===== src/hw/rtl/pime_pkg.sv =====
// Shared types and constants for the priority inheritance mutex engine.
// Used by the controller, the top level and the port checker; depends on nothing.
`default_nettype none

package pime_pkg;

  localparam int unsigned DefNumTasks   = 16;
  localparam int unsigned DefNumMutexes = 16;

  localparam int unsigned IdWidth    = 4;
  localparam int unsigned PrioWidth  = 8;
  localparam int unsigned MaxResults = 17;
  localparam int unsigned CntWidth   = $clog2(MaxResults + 1);

  localparam logic [PrioWidth-1:0] PrioReset = 8'hFF;

  typedef enum logic [1:0] {
    MODE_LOCK     = 2'd0,
    MODE_UNLOCK   = 2'd1,
    MODE_REGISTER = 2'd2,
    MODE_UNUSED   = 2'd3
  } mode_e;

  typedef enum logic [2:0] {
    EV_GRANTED    = 3'd0,
    EV_BLOCKED    = 3'd1,
    EV_RAISED     = 3'd2,
    EV_RESTORED   = 3'd3,
    EV_WOKEN      = 3'd4,
    EV_IDLE       = 3'd5,
    EV_REGISTERED = 3'd6
  } ev_kind_e;

  // One result word as it leaves the controller.
  typedef struct packed {
    ev_kind_e             kind;
    logic [IdWidth-1:0]   ev_task;
    logic [PrioWidth-1:0] prio;
    logic                 sw;
    logic                 last;
  } ev_t;

endpackage

`default_nettype wire


===== src/hw/rtl/pime_ram.sv =====
// Simple dual-port synchronous RAM: one write port, one read port with a
// registered read. No dependencies.
`default_nettype none

module pime_ram #(
  parameter int unsigned Width = 8,
  parameter int unsigned Depth = 16,
  parameter int unsigned AddrW = 4
) (
  input  wire logic             clk_i,
  input  wire logic             we_i,
  input  wire logic [AddrW-1:0] waddr_i,
  input  wire logic [Width-1:0] wdata_i,
  input  wire logic             re_i,
  input  wire logic [AddrW-1:0] raddr_i,
  output logic      [Width-1:0] rdata_o
);

  logic [Width-1:0] mem [Depth];

  always_ff @(posedge clk_i) begin
    if (we_i) begin
      mem[waddr_i] <= wdata_i;
    end
  end

  // Read data holds when no read is issued.
  always_ff @(posedge clk_i) begin
    if (re_i) begin
      rdata_o <= mem[raddr_i];
    end
  end

endmodule

`default_nettype wire


===== src/hw/rtl/pime_ctrl.sv =====
// Sequencer of the mutex engine: owns the task and mutex tables and walks
// wait lists and inheritance chains. Depends on pime_pkg and pime_ram.
`default_nettype none

module pime_ctrl
  import pime_pkg::*;
#(
  parameter int unsigned NUM_TASKS   = DefNumTasks,
  parameter int unsigned NUM_MUTEXES = DefNumMutexes
) (
  input  wire logic                 clk_i,
  input  wire logic                 rst_ni,
  input  wire logic                 in_valid_i,
  output logic                      in_ready_o,
  input  wire logic [1:0]           in_mode_i,
  input  wire logic [IdWidth-1:0]   in_task_i,
  input  wire logic [IdWidth-1:0]   in_mutex_i,
  input  wire logic [PrioWidth-1:0] in_prio_i,
  input  wire logic                 out_ready_i,
  output logic                      push_o,
  output ev_t                       push_ev_o
);

  localparam int unsigned TW   = (NUM_TASKS > 1) ? $clog2(NUM_TASKS) : 1;
  localparam int unsigned MW   = (NUM_MUTEXES > 1) ? $clog2(NUM_MUTEXES) : 1;
  localparam int unsigned SW   = $clog2(NUM_TASKS + 1);
  localparam int unsigned MaxD = (NUM_TASKS > NUM_MUTEXES) ? NUM_TASKS : NUM_MUTEXES;
  localparam int unsigned CW   = $clog2(MaxD + 1);

  typedef struct packed {
    logic [PrioWidth-1:0] base;
    logic [PrioWidth-1:0] eff;
    logic                 wv;
    logic [MW-1:0]        won;
    logic                 nv;
    logic [TW-1:0]        nxt;
  } task_ent_t;

  typedef struct packed {
    logic          ov;
    logic [TW-1:0] owner;
    logic          hv;
    logic [TW-1:0] head;
  } mtx_ent_t;

  localparam int unsigned TEW = $bits(task_ent_t);
  localparam int unsigned MEW = $bits(mtx_ent_t);

  typedef enum logic [3:0] {
    ST_CLEAR, ST_IDLE, ST_LOAD, ST_ENQ_HEAD, ST_ENQ_STEP, ST_ENQ_NEXT, ST_INS,
    ST_T_WR, ST_RAISE_RD, ST_RAISE_CHK, ST_RAISE_MX, ST_UNL_RD, ST_UNL_W, ST_FIN
  } state_e;

  state_e               state_q, state_d;
  logic [1:0]           mode_q, mode_d;
  logic [IdWidth-1:0]   t_q, t_d;
  logic [IdWidth-1:0]   m_q, m_d;
  logic [PrioWidth-1:0] bp_q, bp_d;
  logic [PrioWidth-1:0] pr_q, pr_d;
  task_ent_t            treq_q, treq_d;
  task_ent_t            cure_q, cure_d;
  mtx_ent_t             me_q, me_d;
  logic [TW-1:0]        own_q, own_d;
  logic [TW-1:0]        cur_q, cur_d;
  logic [SW-1:0]        steps_q, steps_d;
  logic [CntWidth-1:0]  cnt_q, cnt_d;
  ev_t                  pend_q, pend_d;
  logic                 pend_v_q, pend_v_d;
  logic [CW-1:0]        clr_q, clr_d;

  logic          t_we, t_re, m_we, m_re;
  logic [TW-1:0] t_waddr, t_raddr;
  logic [MW-1:0] m_waddr, m_raddr;
  task_ent_t     t_wdata, t_rdata;
  mtx_ent_t      m_wdata, m_rdata;
  logic [TEW-1:0] t_rdata_raw;
  logic [MEW-1:0] m_rdata_raw;

  logic stall;
  logic emit;
  ev_t  ev;
  logic bad_in;

  assign t_rdata = task_ent_t'(t_rdata_raw);
  assign m_rdata = mtx_ent_t'(m_rdata_raw);

  pime_ram #(.Width(TEW), .Depth(NUM_TASKS), .AddrW(TW)) u_task_ram (
    .clk_i   (clk_i),
    .we_i    (t_we),
    .waddr_i (t_waddr),
    .wdata_i (TEW'(t_wdata)),
    .re_i    (t_re),
    .raddr_i (t_raddr),
    .rdata_o (t_rdata_raw)
  );

  pime_ram #(.Width(MEW), .Depth(NUM_MUTEXES), .AddrW(MW)) u_mtx_ram (
    .clk_i   (clk_i),
    .we_i    (m_we),
    .waddr_i (m_waddr),
    .wdata_i (MEW'(m_wdata)),
    .re_i    (m_re),
    .raddr_i (m_raddr),
    .rdata_o (m_rdata_raw)
  );

  assign stall      = pend_v_q && !out_ready_i;
  assign in_ready_o = (state_q == ST_IDLE);
  assign bad_in     = (in_mode_i == MODE_UNUSED) || (32'(in_task_i) >= NUM_TASKS) ||
                      ((in_mode_i != MODE_REGISTER) && (32'(in_mutex_i) >= NUM_MUTEXES));

  always_comb begin
    task_ent_t te;
    mtx_ent_t  mx;
    state_d  = state_q;
    mode_d   = mode_q;
    t_d      = t_q;
    m_d      = m_q;
    bp_d     = bp_q;
    pr_d     = pr_q;
    treq_d   = treq_q;
    cure_d   = cure_q;
    me_d     = me_q;
    own_d    = own_q;
    cur_d    = cur_q;
    steps_d  = steps_q;
    cnt_d    = cnt_q;
    pend_d   = pend_q;
    pend_v_d = pend_v_q;
    clr_d    = clr_q;
    t_we     = 1'b0;
    t_re     = 1'b0;
    m_we     = 1'b0;
    m_re     = 1'b0;
    t_waddr  = TW'(t_q);
    t_raddr  = cur_q;
    m_waddr  = MW'(m_q);
    m_raddr  = MW'(m_q);
    t_wdata  = treq_q;
    m_wdata  = me_q;
    emit     = 1'b0;
    ev       = '{kind: EV_GRANTED, ev_task: t_q, prio: pr_q, sw: 1'b0, last: 1'b0};
    push_o    = 1'b0;
    push_ev_o = pend_q;
    te = t_rdata;
    mx = m_rdata;

    unique case (state_q)
      ST_CLEAR: begin
        t_we    = (32'(clr_q) < NUM_TASKS);
        t_waddr = clr_q[TW-1:0];
        t_wdata = '{base: PrioReset, eff: PrioReset, default: '0};
        m_we    = (32'(clr_q) < NUM_MUTEXES);
        m_waddr = clr_q[MW-1:0];
        m_wdata = '0;
        clr_d   = clr_q + CW'(1);
        if (clr_q == CW'(MaxD - 1)) begin
          state_d = ST_IDLE;
        end
      end

      ST_IDLE: begin
        if (in_valid_i) begin
          mode_d = in_mode_i;
          t_d    = in_task_i;
          m_d    = in_mutex_i;
          bp_d   = in_prio_i;
          cnt_d  = '0;
          if (!bad_in) begin
            t_re    = 1'b1;
            t_raddr = TW'(in_task_i);
            m_re    = 1'b1;
            m_raddr = (in_mode_i == MODE_REGISTER) ? '0 : MW'(in_mutex_i);
            state_d = ST_LOAD;
          end
        end
      end

      ST_LOAD: begin
        if (!stall) begin
          treq_d = te;
          pr_d   = te.eff;
          me_d   = mx;
          state_d = ST_FIN;
          unique case (mode_q)
            MODE_REGISTER: begin
              t_we         = 1'b1;
              t_wdata      = te;
              t_wdata.base = bp_q;
              t_wdata.eff  = bp_q;
              emit = 1'b1;
              ev   = '{kind: EV_REGISTERED, ev_task: t_q, prio: bp_q, sw: 1'b0, last: 1'b0};
            end
            MODE_LOCK: begin
              if (te.wv) begin
                emit = 1'b1;
                ev   = '{kind: EV_BLOCKED, ev_task: t_q, prio: te.eff, sw: 1'b1, last: 1'b0};
              end else if (!mx.ov) begin
                m_we          = 1'b1;
                m_wdata       = mx;
                m_wdata.ov    = 1'b1;
                m_wdata.owner = TW'(t_q);
                emit = 1'b1;
                ev   = '{kind: EV_GRANTED, ev_task: t_q, prio: te.eff, sw: 1'b0, last: 1'b0};
              end else begin
                own_d      = mx.owner;
                treq_d.wv  = 1'b1;
                treq_d.won = MW'(m_q);
                if (!mx.hv) begin
                  treq_d.nv    = 1'b0;
                  m_we         = 1'b1;
                  m_wdata      = mx;
                  m_wdata.hv   = 1'b1;
                  m_wdata.head = TW'(t_q);
                  state_d      = ST_T_WR;
                end else begin
                  t_re    = 1'b1;
                  t_raddr = mx.head;
                  cur_d   = mx.head;
                  state_d = ST_ENQ_HEAD;
                end
              end
            end
            MODE_UNLOCK: begin
              pr_d = te.base;
              if (te.eff != te.base) begin
                t_we        = 1'b1;
                t_wdata     = te;
                t_wdata.eff = te.base;
                emit = 1'b1;
                ev   = '{kind: EV_RESTORED, ev_task: t_q, prio: te.base, sw: 1'b0,
                         last: 1'b0};
              end
              state_d = ST_UNL_RD;
            end
            default: state_d = ST_FIN;
          endcase
        end
      end

      ST_ENQ_HEAD: begin
        if (!stall) begin
          if (pr_q < te.eff) begin
            treq_d.nv    = 1'b1;
            treq_d.nxt   = cur_q;
            m_we         = 1'b1;
            m_wdata      = me_q;
            m_wdata.hv   = 1'b1;
            m_wdata.head = TW'(t_q);
            state_d      = ST_T_WR;
          end else begin
            cure_d  = te;
            steps_d = '0;
            state_d = ST_ENQ_STEP;
          end
        end
      end

      ST_ENQ_STEP: begin
        if (!stall) begin
          if (!cure_q.nv || (steps_q == SW'(NUM_TASKS))) begin
            state_d = ST_INS;
          end else begin
            t_re    = 1'b1;
            t_raddr = cure_q.nxt;
            state_d = ST_ENQ_NEXT;
          end
        end
      end

      ST_ENQ_NEXT: begin
        if (!stall) begin
          if (te.eff > pr_q) begin
            state_d = ST_INS;
          end else begin
            cur_d   = cure_q.nxt;
            cure_d  = te;
            steps_d = steps_q + SW'(1);
            state_d = ST_ENQ_STEP;
          end
        end
      end

      ST_INS: begin
        if (!stall) begin
          treq_d.nv   = cure_q.nv;
          treq_d.nxt  = cure_q.nxt;
          t_we        = 1'b1;
          t_waddr     = cur_q;
          t_wdata     = cure_q;
          t_wdata.nv  = 1'b1;
          t_wdata.nxt = TW'(t_q);
          state_d     = ST_T_WR;
        end
      end

      ST_T_WR: begin
        if (!stall) begin
          t_we    = 1'b1;
          t_waddr = TW'(t_q);
          t_wdata = treq_q;
          emit    = 1'b1;
          ev      = '{kind: EV_BLOCKED, ev_task: t_q, prio: pr_q, sw: 1'b1, last: 1'b0};
          cur_d   = own_q;
          steps_d = '0;
          state_d = ST_RAISE_RD;
        end
      end

      ST_RAISE_RD: begin
        if (!stall) begin
          t_re    = 1'b1;
          t_raddr = cur_q;
          state_d = ST_RAISE_CHK;
        end
      end

      ST_RAISE_CHK: begin
        if (!stall) begin
          if (!(pr_q < te.eff)) begin
            state_d = ST_FIN;
          end else begin
            t_we        = 1'b1;
            t_waddr     = cur_q;
            t_wdata     = te;
            t_wdata.eff = pr_q;
            emit = 1'b1;
            ev   = '{kind: EV_RAISED, ev_task: IdWidth'(cur_q), prio: pr_q, sw: 1'b0,
                     last: 1'b0};
            if (!te.wv) begin
              state_d = ST_FIN;
            end else begin
              m_re    = 1'b1;
              m_raddr = te.won;
              state_d = ST_RAISE_MX;
            end
          end
        end
      end

      ST_RAISE_MX: begin
        if (!stall) begin
          if (!mx.ov) begin
            state_d = ST_FIN;
          end else begin
            cur_d   = mx.owner;
            steps_d = steps_q + SW'(1);
            state_d = ((steps_q + SW'(1)) == SW'(NUM_TASKS)) ? ST_FIN : ST_RAISE_RD;
          end
        end
      end

      ST_UNL_RD: begin
        if (!stall) begin
          if (!me_q.hv) begin
            m_we          = 1'b1;
            m_wdata       = me_q;
            m_wdata.ov    = 1'b0;
            m_wdata.owner = '0;
            emit = 1'b1;
            ev   = '{kind: EV_IDLE, ev_task: t_q, prio: pr_q, sw: 1'b0, last: 1'b0};
            state_d = ST_FIN;
          end else begin
            t_re    = 1'b1;
            t_raddr = me_q.head;
            cur_d   = me_q.head;
            state_d = ST_UNL_W;
          end
        end
      end

      ST_UNL_W: begin
        if (!stall) begin
          m_we    = 1'b1;
          m_wdata = '{ov: 1'b0, owner: '0, hv: te.nv, head: te.nxt};
          t_we    = 1'b1;
          t_waddr = cur_q;
          t_wdata = te;
          t_wdata.nv  = 1'b0;
          t_wdata.nxt = '0;
          t_wdata.wv  = 1'b0;
          t_wdata.won = '0;
          emit = 1'b1;
          ev   = '{kind: EV_WOKEN, ev_task: IdWidth'(cur_q), prio: te.eff,
                   sw: (te.eff < pr_q), last: 1'b0};
          state_d = ST_FIN;
        end
      end

      ST_FIN: begin
        if (!pend_v_q) begin
          state_d = ST_IDLE;
        end else if (out_ready_i) begin
          push_o         = 1'b1;
          push_ev_o.last = 1'b1;
          pend_v_d       = 1'b0;
          state_d        = ST_IDLE;
        end
      end

      default: state_d = ST_IDLE;
    endcase

    // A new result displaces the held one, which is then known not to be last.
    if (emit && (cnt_q < CntWidth'(MaxResults))) begin
      push_o   = pend_v_q;
      pend_d   = ev;
      pend_v_d = 1'b1;
      cnt_d    = cnt_q + CntWidth'(1);
    end
  end

  always_ff @(posedge clk_i or negedge rst_ni) begin
    if (!rst_ni) begin
      state_q  <= ST_CLEAR;
      clr_q    <= '0;
      cnt_q    <= '0;
      pend_v_q <= 1'b0;
      steps_q  <= '0;
    end else begin
      state_q  <= state_d;
      clr_q    <= clr_d;
      cnt_q    <= cnt_d;
      pend_v_q <= pend_v_d;
      steps_q  <= steps_d;
    end
  end

  always_ff @(posedge clk_i) begin
    mode_q <= mode_d;
    t_q    <= t_d;
    m_q    <= m_d;
    bp_q   <= bp_d;
    pr_q   <= pr_d;
    treq_q <= treq_d;
    cure_q <= cure_d;
    me_q   <= me_d;
    own_q  <= own_d;
    cur_q  <= cur_d;
    pend_q <= pend_d;
  end

endmodule

`default_nettype wire


===== src/hw/rtl/priority_inheritance_mutex_engine_top.sv =====
// Top level of the priority inheritance mutex engine: stream ports and the
// output word register. Depends on pime_pkg and pime_ctrl.
`default_nettype none

// Channel   Dir  tuser               tdata (low bit first)               tlast
// s_axis    in   mode[1:0]           task_id[3:0] mutex_id[7:4]          -
//                                    base_priority[15:8]
// m_axis    out  event_kind[2:0]     event_task[3:0] event_priority[11:4] last
//                                    switch_request[12]
//
// After reset the task and mutex tables are cleared in one pass over
// max(NUM_TASKS, NUM_MUTEXES) entries, during which s_axis_tready stays low.
// From acceptance until s_axis_tready rises again, a lock that blocks walks
// the wait list one waiter at a time and then the owner chain one owner at a
// time, as the task table has a single read port; an unlock that wakes a
// waiter reads the waiter's entry before writing it back. Every word is held
// until the next word or the end of the request so that its tlast is known;
// a stalled m_axis pauses the walk until the output register frees up. One
// request is worked on at a time: s_axis_tready is high only when idle.

module priority_inheritance_mutex_engine_top
  import pime_pkg::*;
#(
  parameter int unsigned NUM_TASKS   = DefNumTasks,
  parameter int unsigned NUM_MUTEXES = DefNumMutexes
) (
  input  wire logic        clk_i,
  input  wire logic        rst_ni,
  input  wire logic        s_axis_tvalid,
  output logic             s_axis_tready,
  input  wire logic [15:0] s_axis_tdata,  // task_id, mutex_id, base_priority
  input  wire logic [1:0]  s_axis_tuser,  // mode
  output logic             m_axis_tvalid,
  input  wire logic        m_axis_tready,
  output logic [15:0]      m_axis_tdata,  // event_task, event_priority, switch_request
  output logic [2:0]       m_axis_tuser,  // event_kind
  output logic             m_axis_tlast
);

  logic out_valid_q;
  ev_t  out_q;
  logic out_ready;
  logic push;
  ev_t  push_ev;

  // The output register can take a word when empty or draining this cycle.
  assign out_ready = !out_valid_q || m_axis_tready;

  pime_ctrl #(
    .NUM_TASKS   (NUM_TASKS),
    .NUM_MUTEXES (NUM_MUTEXES)
  ) u_ctrl (
    .clk_i       (clk_i),
    .rst_ni      (rst_ni),
    .in_valid_i  (s_axis_tvalid),
    .in_ready_o  (s_axis_tready),
    .in_mode_i   (s_axis_tuser),
    .in_task_i   (s_axis_tdata[3:0]),
    .in_mutex_i  (s_axis_tdata[7:4]),
    .in_prio_i   (s_axis_tdata[15:8]),
    .out_ready_i (out_ready),
    .push_o      (push),
    .push_ev_o   (push_ev)
  );

  always_ff @(posedge clk_i or negedge rst_ni) begin
    if (!rst_ni) begin
      out_valid_q <= 1'b0;
    end else if (push) begin
      out_valid_q <= 1'b1;
    end else if (m_axis_tready) begin
      out_valid_q <= 1'b0;
    end
  end

  always_ff @(posedge clk_i) begin
    if (push) begin
      out_q <= push_ev;
    end
  end

  assign m_axis_tvalid = out_valid_q;
  assign m_axis_tuser  = out_q.kind;
  assign m_axis_tdata  = {3'b000, out_q.sw, out_q.prio, out_q.ev_task};
  assign m_axis_tlast  = out_q.last;

endmodule

`default_nettype wire


===== config.mk =====
export PLATFORM = sky130hd
export DESIGN_NAME = priority_inheritance_mutex_engine_top
export DESIGN_NICKNAME = d
export VERILOG_FILES = /design/src/hw/rtl/pime_pkg.sv /design/src/hw/rtl/pime_ram.sv /design/src/hw/rtl/pime_ctrl.sv /design/src/hw/rtl/priority_inheritance_mutex_engine_top.sv
export SDC_FILE = /design/constraint.sdc
export NUM_CORES = 1
export LEC_CHECK = 0
export BUFFER_PORTS_ARGS = -buffer_cell sky130_fd_sc_hd__buf_4
export CAP_MARGIN = 30
export CORE_AREA = 4 4 291 293
export CTS_BUF_LIST = sky130_fd_sc_hd__clkbuf_16
export DETAILED_ROUTE_END_ITERATION = 10
export DIE_AREA = 0 0 295 297
export SYNTH_ARGS = -nofsm -noshare
export SYNTH_HDL_FRONTEND = slang
export SYNTH_SLANG_ARGS = --single-unit

===== constraint.sdc =====
create_clock -name clk_i -period 6.1 [get_ports clk_i]
set_input_delay 0.915 -clock clk_i [delete_from_list [all_inputs] [get_ports clk_i]]
set_output_delay 0.915 -clock clk_i [all_outputs]
set_load 0.01 [all_outputs]

==> impl_metrics.sql, run 1 <==
INSERT INTO impl_metrics (metric_group, metric, value, unit) VALUES
('power_and_ir_drop', 'internal-power', '13.6', 'mW'),
('power_and_ir_drop', 'netsw', '8.81', 'mW'),
('detailed_routing', 'first_iter_violations', '2634', ''),
('worst_setup_path', 'worst_path_most_repeated_cell', 'sky130_fd_sc_hd__o21ai_0', ''),
('power_and_ir_drop', 'ir_worst_vdd', '434', 'uV'),
('place', 'dp.cells', '3503', ''),
('die', 'pin_count', '44', ''),
('detailed_routing', 'drt-total-wl', '91.1', 'mm'),
('sta', 'worst_path_setup_slack_after_routing', '1.39', 'ns'),
('worst_setup_path', 'timing.critical_path.slowest_cell_delay', '0.89', 'ns'),
('detailed_routing', 'wire_per_inst', '25.0', 'microns'),
('die', 'placement_rows', '105', ''),
('synth', 'syn-instance-count', '2478', ''),
('clock_tree', 'tritoncts_clock_tree', 'yes', ''),
('sta', 'timing.final.crit_share', '0.771', ''),
('clock_tree', 'clock_tree.root_cell', 'sky130_fd_sc_hd__clkbuf_16', ''),
('worst_setup_path', 'startpoint_class', 'flop', ''),
('synth', 'synth_sequential_area_ratio', '0.682', ''),
('power_and_ir_drop', 'total_leakage_power', '12.9', 'nW'),
('worst_setup_path', 'worstPathCellList', 'buf_4 -> nor2b_1 -> nand3_1 -> o21ai_0 -> o21ai_0 -> o211ai_1 -> o21ai_0 -> nor2_1', ''),
('place', 'dp_hpwl', '58.8', 'mm'),
('clock_tree', 'cts_buffers', '80', ''),
('detailed_routing', 'drt.antenna.violating_nets', '0', ''),
('sta', 'max_freq', '213', 'MHz'),
('worst_setup_path', 'timing.critical_path.required', '6.37', 'ns'),
('global_route', 'grt_antenna_before_repair', '0', ''),
('die', 'die_h', '297', 'microns'),
('detailed_routing', 'post_drt_via_cell_ratio', '5.95', ''),
('power_and_ir_drop', 'comb_power_share', '0.412', ''),
('clock_tree', 'post_cts.repair.setup_buffers', '0', ''),
('place', 'place_ws', '1.49', 'ns'),
('synth', 'postSynthRegisterBits', '762', ''),
('cells_and_area', 'nNetsFinal', '2554', ''),
('clock_tree', 'ctsHtreeMaxLevel', '3', ''),
('clock_tree', 'cts-hold-fix-buffers', '0', ''),
('sta', 'hold_ws', '0.173', 'ns'),
('sta', 'fin_skew', '0.0563', 'ns'),
('synth', 'mappedNetlistArea', '33400', 'sq um'),
('worst_setup_path', 'r2r_depth', '8', ''),
('die', 'die-area', '87600', 'sq um'),
('synth', 'postSynth.asyncResetShare', '0.0276', ''),
('power_and_ir_drop', 'sw_frac_of_total', '0.393', ''),
('status', 'outcome', 'complete, no violations', ''),
('die', 'dieWidth', '295', 'microns'),
('clock_tree', 'cts.clk_slew.worst_paths', '0.06', 'ns'),
('place', 'port_buffers', '40', ''),
('global_route', 'grt_pass1_wl', '136', 'mm'),
('cells_and_area', 'drive_above_1_share', '0.133', ''),
('cells_and_area', 'n_fill_cell', '7150', ''),
('synth', 'synth_flop_cell', 'sky130_fd_sc_hd__edfxtp_1', ''),
('sta', 'finalMaxSlewViolations', '0', ''),
('power_and_ir_drop', 'power_frac_seq', '0.373', ''),
('worst_setup_path', 'setup.worst_path.class', 'flop to flop', ''),
('synth', 'number_of_synthesized_flops_with_an_enable_pin', '741', ''),
('sta', 'shortest_period_the_worst_path_allows', '4.71', 'ns'),
('synth', 'syn-mean-instance-area', '13.5', 'sq um'),
('detailed_routing', 'total_drc_errors_in_the_routed_layout', '0', ''),
('worst_setup_path', 'cp-end-kind', 'flop', ''),
('sta', 'setup_total_negative_slack', '0', 'ns'),
('detailed_routing', 'dr_vias', '21721', ''),
('power_and_ir_drop', 'power.density_cell_area', '591', 'nW/um^2'),
('sta', 'finalHoldViolations', '0', ''),
('die', 'initial_core_util', '0.408', ''),
('global_route', 'aggregate_global_route_resource_usage', '0.203', ''),
('cells_and_area', 'layout.core_utilization', '0.463', ''),
('cells_and_area', 'layout-area-overhead-vs-synth', '13.5', '%'),
('global_route', 'via_count_of_the_first_global_routing_pass', '20788', ''),
('sta', 'grt_setup_unrepaired', 'false', ''),
('clock_tree', 'max-clock-path-buffers', '3', ''),
('sta', 'tightest_slew', '1.06', 'ns'),
('worst_setup_path', 'crit_fanout', '20', '');
[final cells by class]
class | instances | area share
multi-input cells | 1511 | 0.265
repair buffers | 114 | 0.0260
well taps | 1070 | 0.0353
clock buffers | 80 | 0.0528
flip-flops and latches | 762 | 0.600
clock inverters | 65 | 0.0163
inverters | 46 | 0.00455
[final timing paths]
| check | start | to | slack [ns] |
|---|---|---|---|
| setup / recovery | u_ctrl.state_q[3] | u_ctrl.u_mtx_ram.mem[10][0] | 1.39 |
| setup reg to reg | u_ctrl.state_q[3] | u_ctrl.u_mtx_ram.mem[10][0] | 1.39 |
| hold / removal | rst_ni | u_ctrl.cnt_q[1] | 0.17 |
| min in group clk_i | u_ctrl.push_ev_o[9] | m_axis_tdata[11] | 0.41 |
| max in group asynchronous | rst_ni | u_ctrl.clr_q[2] | 5.62 |
| hold reg to reg | u_ctrl.push_ev_o[9] | m_axis_tdata[11] | 0.41 |
[synthesized netlist by cell type (43+ instances only)]
cell	count	area, sq um
sky130_fd_sc_hd__edfxtp_1	741	22300
sky130_fd_sc_hd__nand2_1	250	938
sky130_fd_sc_hd__nor2_1	160	601
sky130_fd_sc_hd__mux2i_1	148	1480
sky130_fd_sc_hd__clkbuf_1	128	480
sky130_fd_sc_hd__o21ai_0	120	601
sky130_fd_sc_hd__a21oi_1	86	430
sky130_fd_sc_hd__nand3_1	85	425
sky130_fd_sc_hd__a31oi_1	66	413
sky130_fd_sc_hd__mux2_2	66	743
sky130_fd_sc_hd__a211oi_1	53	398
sky130_fd_sc_hd__inv_1	44	165
sky130_fd_sc_hd__and2_1	43	269
[logic make-up (layout without fill, tap and decap cells)]
family	Yosys count	after routing	synth area share
adder cells (fa/ha/maj)	17	17	0.00637
multiplexers	214	214	0.0666
AND/OR/NAND/NOR	681	681	0.0947
XOR/XNOR	14	14	0.00367
flip-flops	762	762	0.682
AO/OA/AOI/OAI	582	582	0.122
buffers and inverters	207	305	0.0251
other	1	3	0.000112
[sequential cells by signal, summed over array words and instances (netlist names), 5 cells and up]
signal	cells
u_ctrl.steps_q	5
u_ctrl.u_mtx_ram.mem	160
m_axis_tdata	13
u_ctrl.u_task_ram.rdata_o	26
u_ctrl.push_ev_o	16
u_ctrl.clr_q	5
u_ctrl.pr_q	8
u_ctrl.u_mtx_ram.rdata_o	10
u_ctrl.cure_q	26
u_ctrl.cnt_q	5
u_ctrl.u_task_ram.mem	416
u_ctrl.bp_q	8
u_ctrl.me_q	10
u_ctrl.treq_q	26
[worst max-delay path: cells and delay by family (launching register included)]
family	cells	cell delay, ns
compound gates	4	1.67
buf+inv	1	0.36
flops	1	0.64
simple gates	3	1.66
[layer usage]
metal,up-vias,track usage,wire [microns]
li1,9690,-,-
met1,10927,0.297,40600
met2,937,0.312,41700
met3,167,0.0317,6290
met4,0,0.0632,2540
met5,-,0,0
[metrics by stage]
step / power, mW / cell area, sq um
after floorplan: 14.2 / 33400
after global placement: 17.3 / 35200
after detailed placement: 17.6 / 35300
after CTS: 22.4 / 37900
after global routing: 23.5 / 37900
final: 22.4 / 37900
[layout by cell type (no fill, tap or decap), types with 10 or more instances in the layout]
cell                        count
sky130_fd_sc_hd__nor2_4        17
sky130_fd_sc_hd__clkbuf_16     80
sky130_fd_sc_hd__nor3_1        15
sky130_fd_sc_hd__o2111a_1      10
sky130_fd_sc_hd__edfxtp_1     741
sky130_fd_sc_hd__and2_0        17
sky130_fd_sc_hd__a221o_1       36
sky130_fd_sc_hd__a21o_1        15
sky130_fd_sc_hd__a22oi_1       17
sky130_fd_sc_hd__a221oi_1      42
sky130_fd_sc_hd__a22o_1        10
sky130_fd_sc_hd__a222oi_1      13
sky130_fd_sc_hd__clkinv_2      11
sky130_fd_sc_hd__a31oi_1       65
sky130_fd_sc_hd__o22ai_1       31
sky130_fd_sc_hd__nor2b_1       11
sky130_fd_sc_hd__nand3_1       85
sky130_fd_sc_hd__mux2i_1      148
sky130_fd_sc_hd__buf_4        101
sky130_fd_sc_hd__inv_1         58
sky130_fd_sc_hd__a211oi_1      53
sky130_fd_sc_hd__and3_1        40
sky130_fd_sc_hd__o21ai_0      112
sky130_fd_sc_hd__nor2_1       141
sky130_fd_sc_hd__ha_1          17
sky130_fd_sc_hd__clkinv_1      23
sky130_fd_sc_hd__a32oi_1       10
sky130_fd_sc_hd__mux2_2        66
sky130_fd_sc_hd__and2_1        43
sky130_fd_sc_hd__nand2_1      250
sky130_fd_sc_hd__a21oi_1       85
sky130_fd_sc_hd__nand2b_1      13
sky130_fd_sc_hd__dfrtp_1       21
[power groups by stage]
stage | clock network, mW | logic, mW | registers [mW]
floorplan | 0 | 6.02 | 8.16
global placement | 0 | 8.93 | 8.42
detailed placement | 0 | 9.16 | 8.45
CTS | 4.91 | 9.20 | 8.34
global route | 5.14 | 9.94 | 8.42
finish | 4.83 | 9.23 | 8.37
(Power assumes the default switching activity.)
==> inputs of run 2 (changes only) <==
Settings changed: ABC_AREA set to 1, CORE_AREA 4 4 291 293 to 4 4 296 298, DIE_AREA 0 0 295 297 to 0 0 300 302.
Clock period 6.1 ns to 4.1 ns, I/O delays scaled along.
==> run 2 against run 1 <==
Compared with the run above:
- register-to-register slack worse by 1.2 ns
- worst setup slack worse by 1.2 ns
- cell area increased by 4.5%
- utilization is 0.37 points higher
- via count is 13% higher
- synthesized cell count is 35% higher
- clock power grew 46%
- clock skew fell by 0.0051 ns
- die area is 3.4% higher
- total power increased by 65%
==> impl_metrics.sql, run 2 <==
INSERT INTO impl_metrics (metric_group, metric, value, unit) VALUES
('place', 'dp.cells', '4537', ''),
('global_route', 'aggregate_global_route_resource_usage', '0.208', ''),
('worst_setup_path', 'worst_path_most_repeated_cell', 'sky130_fd_sc_hd__nand2_1', ''),
('synth', 'synthDominantAreaCellType', 'sky130_fd_sc_hd__edfxtp_1', ''),
('detailed_routing', 'dr_vias', '24535', ''),
('sta', 'slew_margin_rel', '0.347', ''),
('worst_setup_path', 'timing.critical_path.required', '4.35', 'ns'),
('synth', 'syn-instance-count', '3352', ''),
('global_route', 'grt_antenna_before_repair', '2', ''),
('die', 'core_area', '84900', 'sq um'),
('sta', 'grt_setup_unrepaired', 'false', ''),
('cells_and_area', 'nNetsFinal', '3520', ''),
('detailed_routing', 'total_drc_errors_in_the_routed_layout', '0', ''),
('worst_setup_path', 'setup.worst_path.class', 'flop to flop', ''),
('cells_and_area', 'post_layout_nonfiller_instances', '4689', ''),
('die', 'pin_count', '44', ''),
('cells_and_area', 'most-common-layout-cells', 'sky130_fd_sc_hd__nand2_1 (927), sky130_fd_sc_hd__edfxtp_1 (741), sky130_fd_sc_hd__inv_1 (496), sky130_fd_sc_hd__nand3_1 (471), sky130_fd_sc_hd__buf_4 (172)', ''),
('synth', 'yosys_synthesis_warning_count', '0', ''),
('clock_tree', 'clock_tree.root_cell', 'sky130_fd_sc_hd__clkbuf_16', ''),
('power_and_ir_drop', 'total_leakage_power', '16.1', 'nW'),
('synth', 'number_of_synthesized_flops_with_an_enable_pin', '741', ''),
('synth', 'syn-mean-instance-area', '10.3', 'sq um'),
('clock_tree', 'tritoncts_clock_tree', 'yes', ''),
('clock_tree', 'clk_latency', '0.64', 'ns'),
('worst_setup_path', 'worstPathCellList', 'inv_1 -> ha_1 -> nand2_1 -> nand2_1 -> nand2_1 -> nand3_1 -> a21oi_1 -> nand2_1 -> nor2_1 -> a22oi_1 -> a22oi_1 -> nand2_1 -> nor2_4', ''),
('place', 'finalWeightedCongestion', '0.983', ''),
('synth', 'postSynthRegisterBits', '762', ''),
('sta', 'hold_ws', '0.151', 'ns'),
('worst_setup_path', 'crit_fanout', '26', ''),
('detailed_routing', 'post_drt_via_cell_ratio', '5.23', ''),
('sta', 'finalMaxSlewViolations', '0', ''),
('sta', 'timing.final.setup_violations', '0', ''),
('clock_tree', 'clkSinkCount', '762', ''),
('cells_and_area', 'layout.core_utilization', '0.467', ''),
('power_and_ir_drop', 'power', '37.1', 'mW'),
('global_route', 'via_count_of_the_first_global_routing_pass', '23180', ''),
('worst_setup_path', 'timing.critical_path.slowest_cell_delay', '0.83', 'ns'),
('cells_and_area', 'max_flop_register', 'u_ctrl.u_task_ram.mem', ''),
('clock_tree', 'ctsHtreeMaxLevel', '3', ''),
('clock_tree', 'cts.clk_slew.worst_paths', '0.06', 'ns'),
('sta', 'finalHoldViolations', '0', ''),
('synth', 'synth_flop_cell', 'sky130_fd_sc_hd__edfxtp_1', ''),
('die', 'dieWidth', '300', 'microns'),
('worst_setup_path', 'startpoint_class', 'flop', ''),
('die', 'die_h', '302', 'microns'),
('cells_and_area', 'design_area', '39600', 'sq um'),
('cells_and_area', 'multiInputGateArea', '9380', 'sq um'),
('sta', 'tightest_slew', '0.977', 'ns'),
('clock_tree', 'post_cts.repair.setup_buffers', '0', ''),
('detailed_routing', 'drt.antenna.violating_nets', '0', ''),
('sta', 'fin_skew', '0.0512', 'ns'),
('synth', 'yosysMostFrequentCell', 'sky130_fd_sc_hd__nand2_1', ''),
('power_and_ir_drop', 'power.density_cell_area', '936', 'nW/um^2'),
('worst_setup_path', 'worst_path_max_delay_cell', 'sky130_fd_sc_hd__nor2_4', ''),
('detailed_routing', 'drt_pre_antenna_iters', '7', ''),
('die', 'initial_core_util', '0.407', ''),
('cells_and_area', 'area.sequential', '22800', 'sq um'),
('synth', 'synth_sequential_area_ratio', '0.660', ''),
('place', 'port_buffers', '40', ''),
('sta', 'timing.final.crit_share', '0.954', ''),
('global_route', 'pin_count_of_the_biggest_net_entering_global_routing', '105', ''),
('status', 'outcome', 'complete, no violations', ''),
('global_route', 'grt_pass1_wl', '144', 'mm'),
('synth', 'synthTopCellsByCount', 'sky130_fd_sc_hd__nand2_1 (928), sky130_fd_sc_hd__edfxtp_1 (741), sky130_fd_sc_hd__inv_1 (479)', ''),
('power_and_ir_drop', 'ir_worst_vdd', '675', 'uV'),
('detailed_routing', 'first_iter_violations', '2572', ''),
('place', 'placement.cell_area', '37000', 'sq um'),
('cells_and_area', 'n_fill_cell', '7890', ''),
('cells_and_area', 'largest_registers', 'u_ctrl.u_task_ram.mem (416), u_ctrl.u_mtx_ram.mem (160)', ''),
('clock_tree', 'max-clock-path-buffers', '3', ''),
('synth', 'yosysUniqueCellTypes', '48', ''),
('worst_setup_path', 'cp.arrival', '4.16', 'ns'),
('synth', 'yosysTopAreaCellShare', '0.644', ''),
('flow_run', 'maxCapViolCount', '0', ''),
('global_route', 'overflow', '0', ''),
('synth', 'cell_types_occupying_the_most_area_after_synthesis', 'sky130_fd_sc_hd__edfxtp_1 (64%), sky130_fd_sc_hd__nand2_1 (10%), sky130_fd_sc_hd__nand3_1 (6.8%)', ''),
('synth', 'mappedNetlistArea', '34500', 'sq um'),
('sta', 'worst_path_setup_slack_after_routing', '0.187', 'ns'),
('cells_and_area', 'layout-area-overhead-vs-synth', '14.8', '%'),
('detailed_routing', 'drt-total-wl', '95.1', 'mm'),
('synth', 'postSynth.asyncResetShare', '0.0276', ''),
('detailed_routing', 'wire_per_inst', '20.3', 'microns'),
('min_path', 'hold_path.class', 'primary input to flop', ''),
('cells_and_area', 'largest_register_ff_count', '416', ''),
('sta', 'shortest_period_the_worst_path_allows', '3.91', 'ns'),
('sta', 'setup_total_negative_slack', '0', 'ns'),
('clock_tree', 'cts_buffers', '80', ''),
('cells_and_area', 'most_common_library_cell_in_the_layout_ignoring_fill_and_taps', 'sky130_fd_sc_hd__nand2_1', ''),
('worst_setup_path', 'cp-end-kind', 'flop', ''),
('die', 'placement_rows', '107', ''),
('cells_and_area', 'drive_above_1_share', '0.101', ''),
('place', 'place_ws', '0.195', 'ns'),
('die', 'die-area', '90600', 'sq um'),
('sta', 'max_freq', '256', 'MHz'),
('place', 'dp_hpwl', '62.4', 'mm');
-- run 2: cell type report --
| type | instances | share of cell area |
|---|---|---|
| sequential | 762 | 0.575 |
| antenna | 1 | 0.0000631 |
| clock inverter | 65 | 0.0136 |
| multi-input combinational | 1956 | 0.237 |
| timing repair buffer | 190 | 0.0422 |
| clock buffer | 80 | 0.0505 |
| inverter | 491 | 0.0466 |
| tap | 1144 | 0.0361 |
-- run 2: final timing paths --
kind                       cells past startpoint  slack, ns                     startpoint                            to
max reg2reg                                   13       0.19  u_ctrl.u_task_ram.rdata_o[15]  u_ctrl.u_task_ram.mem[7][18]
min in group asynchronous                      2       0.42                         rst_ni               u_ctrl.pend_v_q
max in group asynchronous                      2       3.44                         rst_ni               u_ctrl.clr_q[2]
min                                            1       0.15               s_axis_tdata[12]                u_ctrl.bp_q[4]
min reg2reg                                    0       0.42           u_ctrl.push_ev_o[14]               m_axis_tuser[0]
max                                           13       0.19  u_ctrl.u_task_ram.rdata_o[15]  u_ctrl.u_task_ram.mem[7][18]
-- run 2: repair_timing --
item,CTS,global route
gates resized for setup,0,0
endpoints found under the setup margin,0,25
hold buffers,1,0
hold endpoints to repair,21,0
-- run 2: kinds of logic after synthesis --
family / Yosys count / share of synthesized area
and+or+nand+nor: 1587 / 0.196
DFF: 762 / 0.660
adders and majority gates: 17 / 0.00616
xor gates and xnor gates: 14 / 0.00355
AOI/OAI and AO/OA: 335 / 0.0609
other: 1 / 0.000109
buffers and inverters: 636 / 0.0740
-- run 2: report_power, final --
part	switching, mW	internal [mW]	total [mW]
Clock	3.06	3.96	7.03
Sequential	0.622	12.1	12.7
Combinational	12.5	4.88	17.3
Total	16.1	20.9	37.1
-- run 2: critical path: cells and delay by family, from the launching register on --
| family | cells | cell delay [ns] |
|---|---|---|
| simple gates | 8 | 1.83 |
| compound gates | 3 | 0.84 |
| flops | 1 | 0.46 |
| fa+ha+maj | 1 | 0.26 |
| buf+inv | 1 | 0.15 |
-- run 2: routing by layer --
layer | GRT usage | wire length [microns] | vias to the layer above
met4 | 0.0780 | 3380 | 0
met1 | 0.293 | 41000 | 11676
met3 | 0.0345 | 7670 | 200
li1 | - | - | 11623
met5 | 0 | 0 | -
met2 | 0.326 | 43000 | 1036
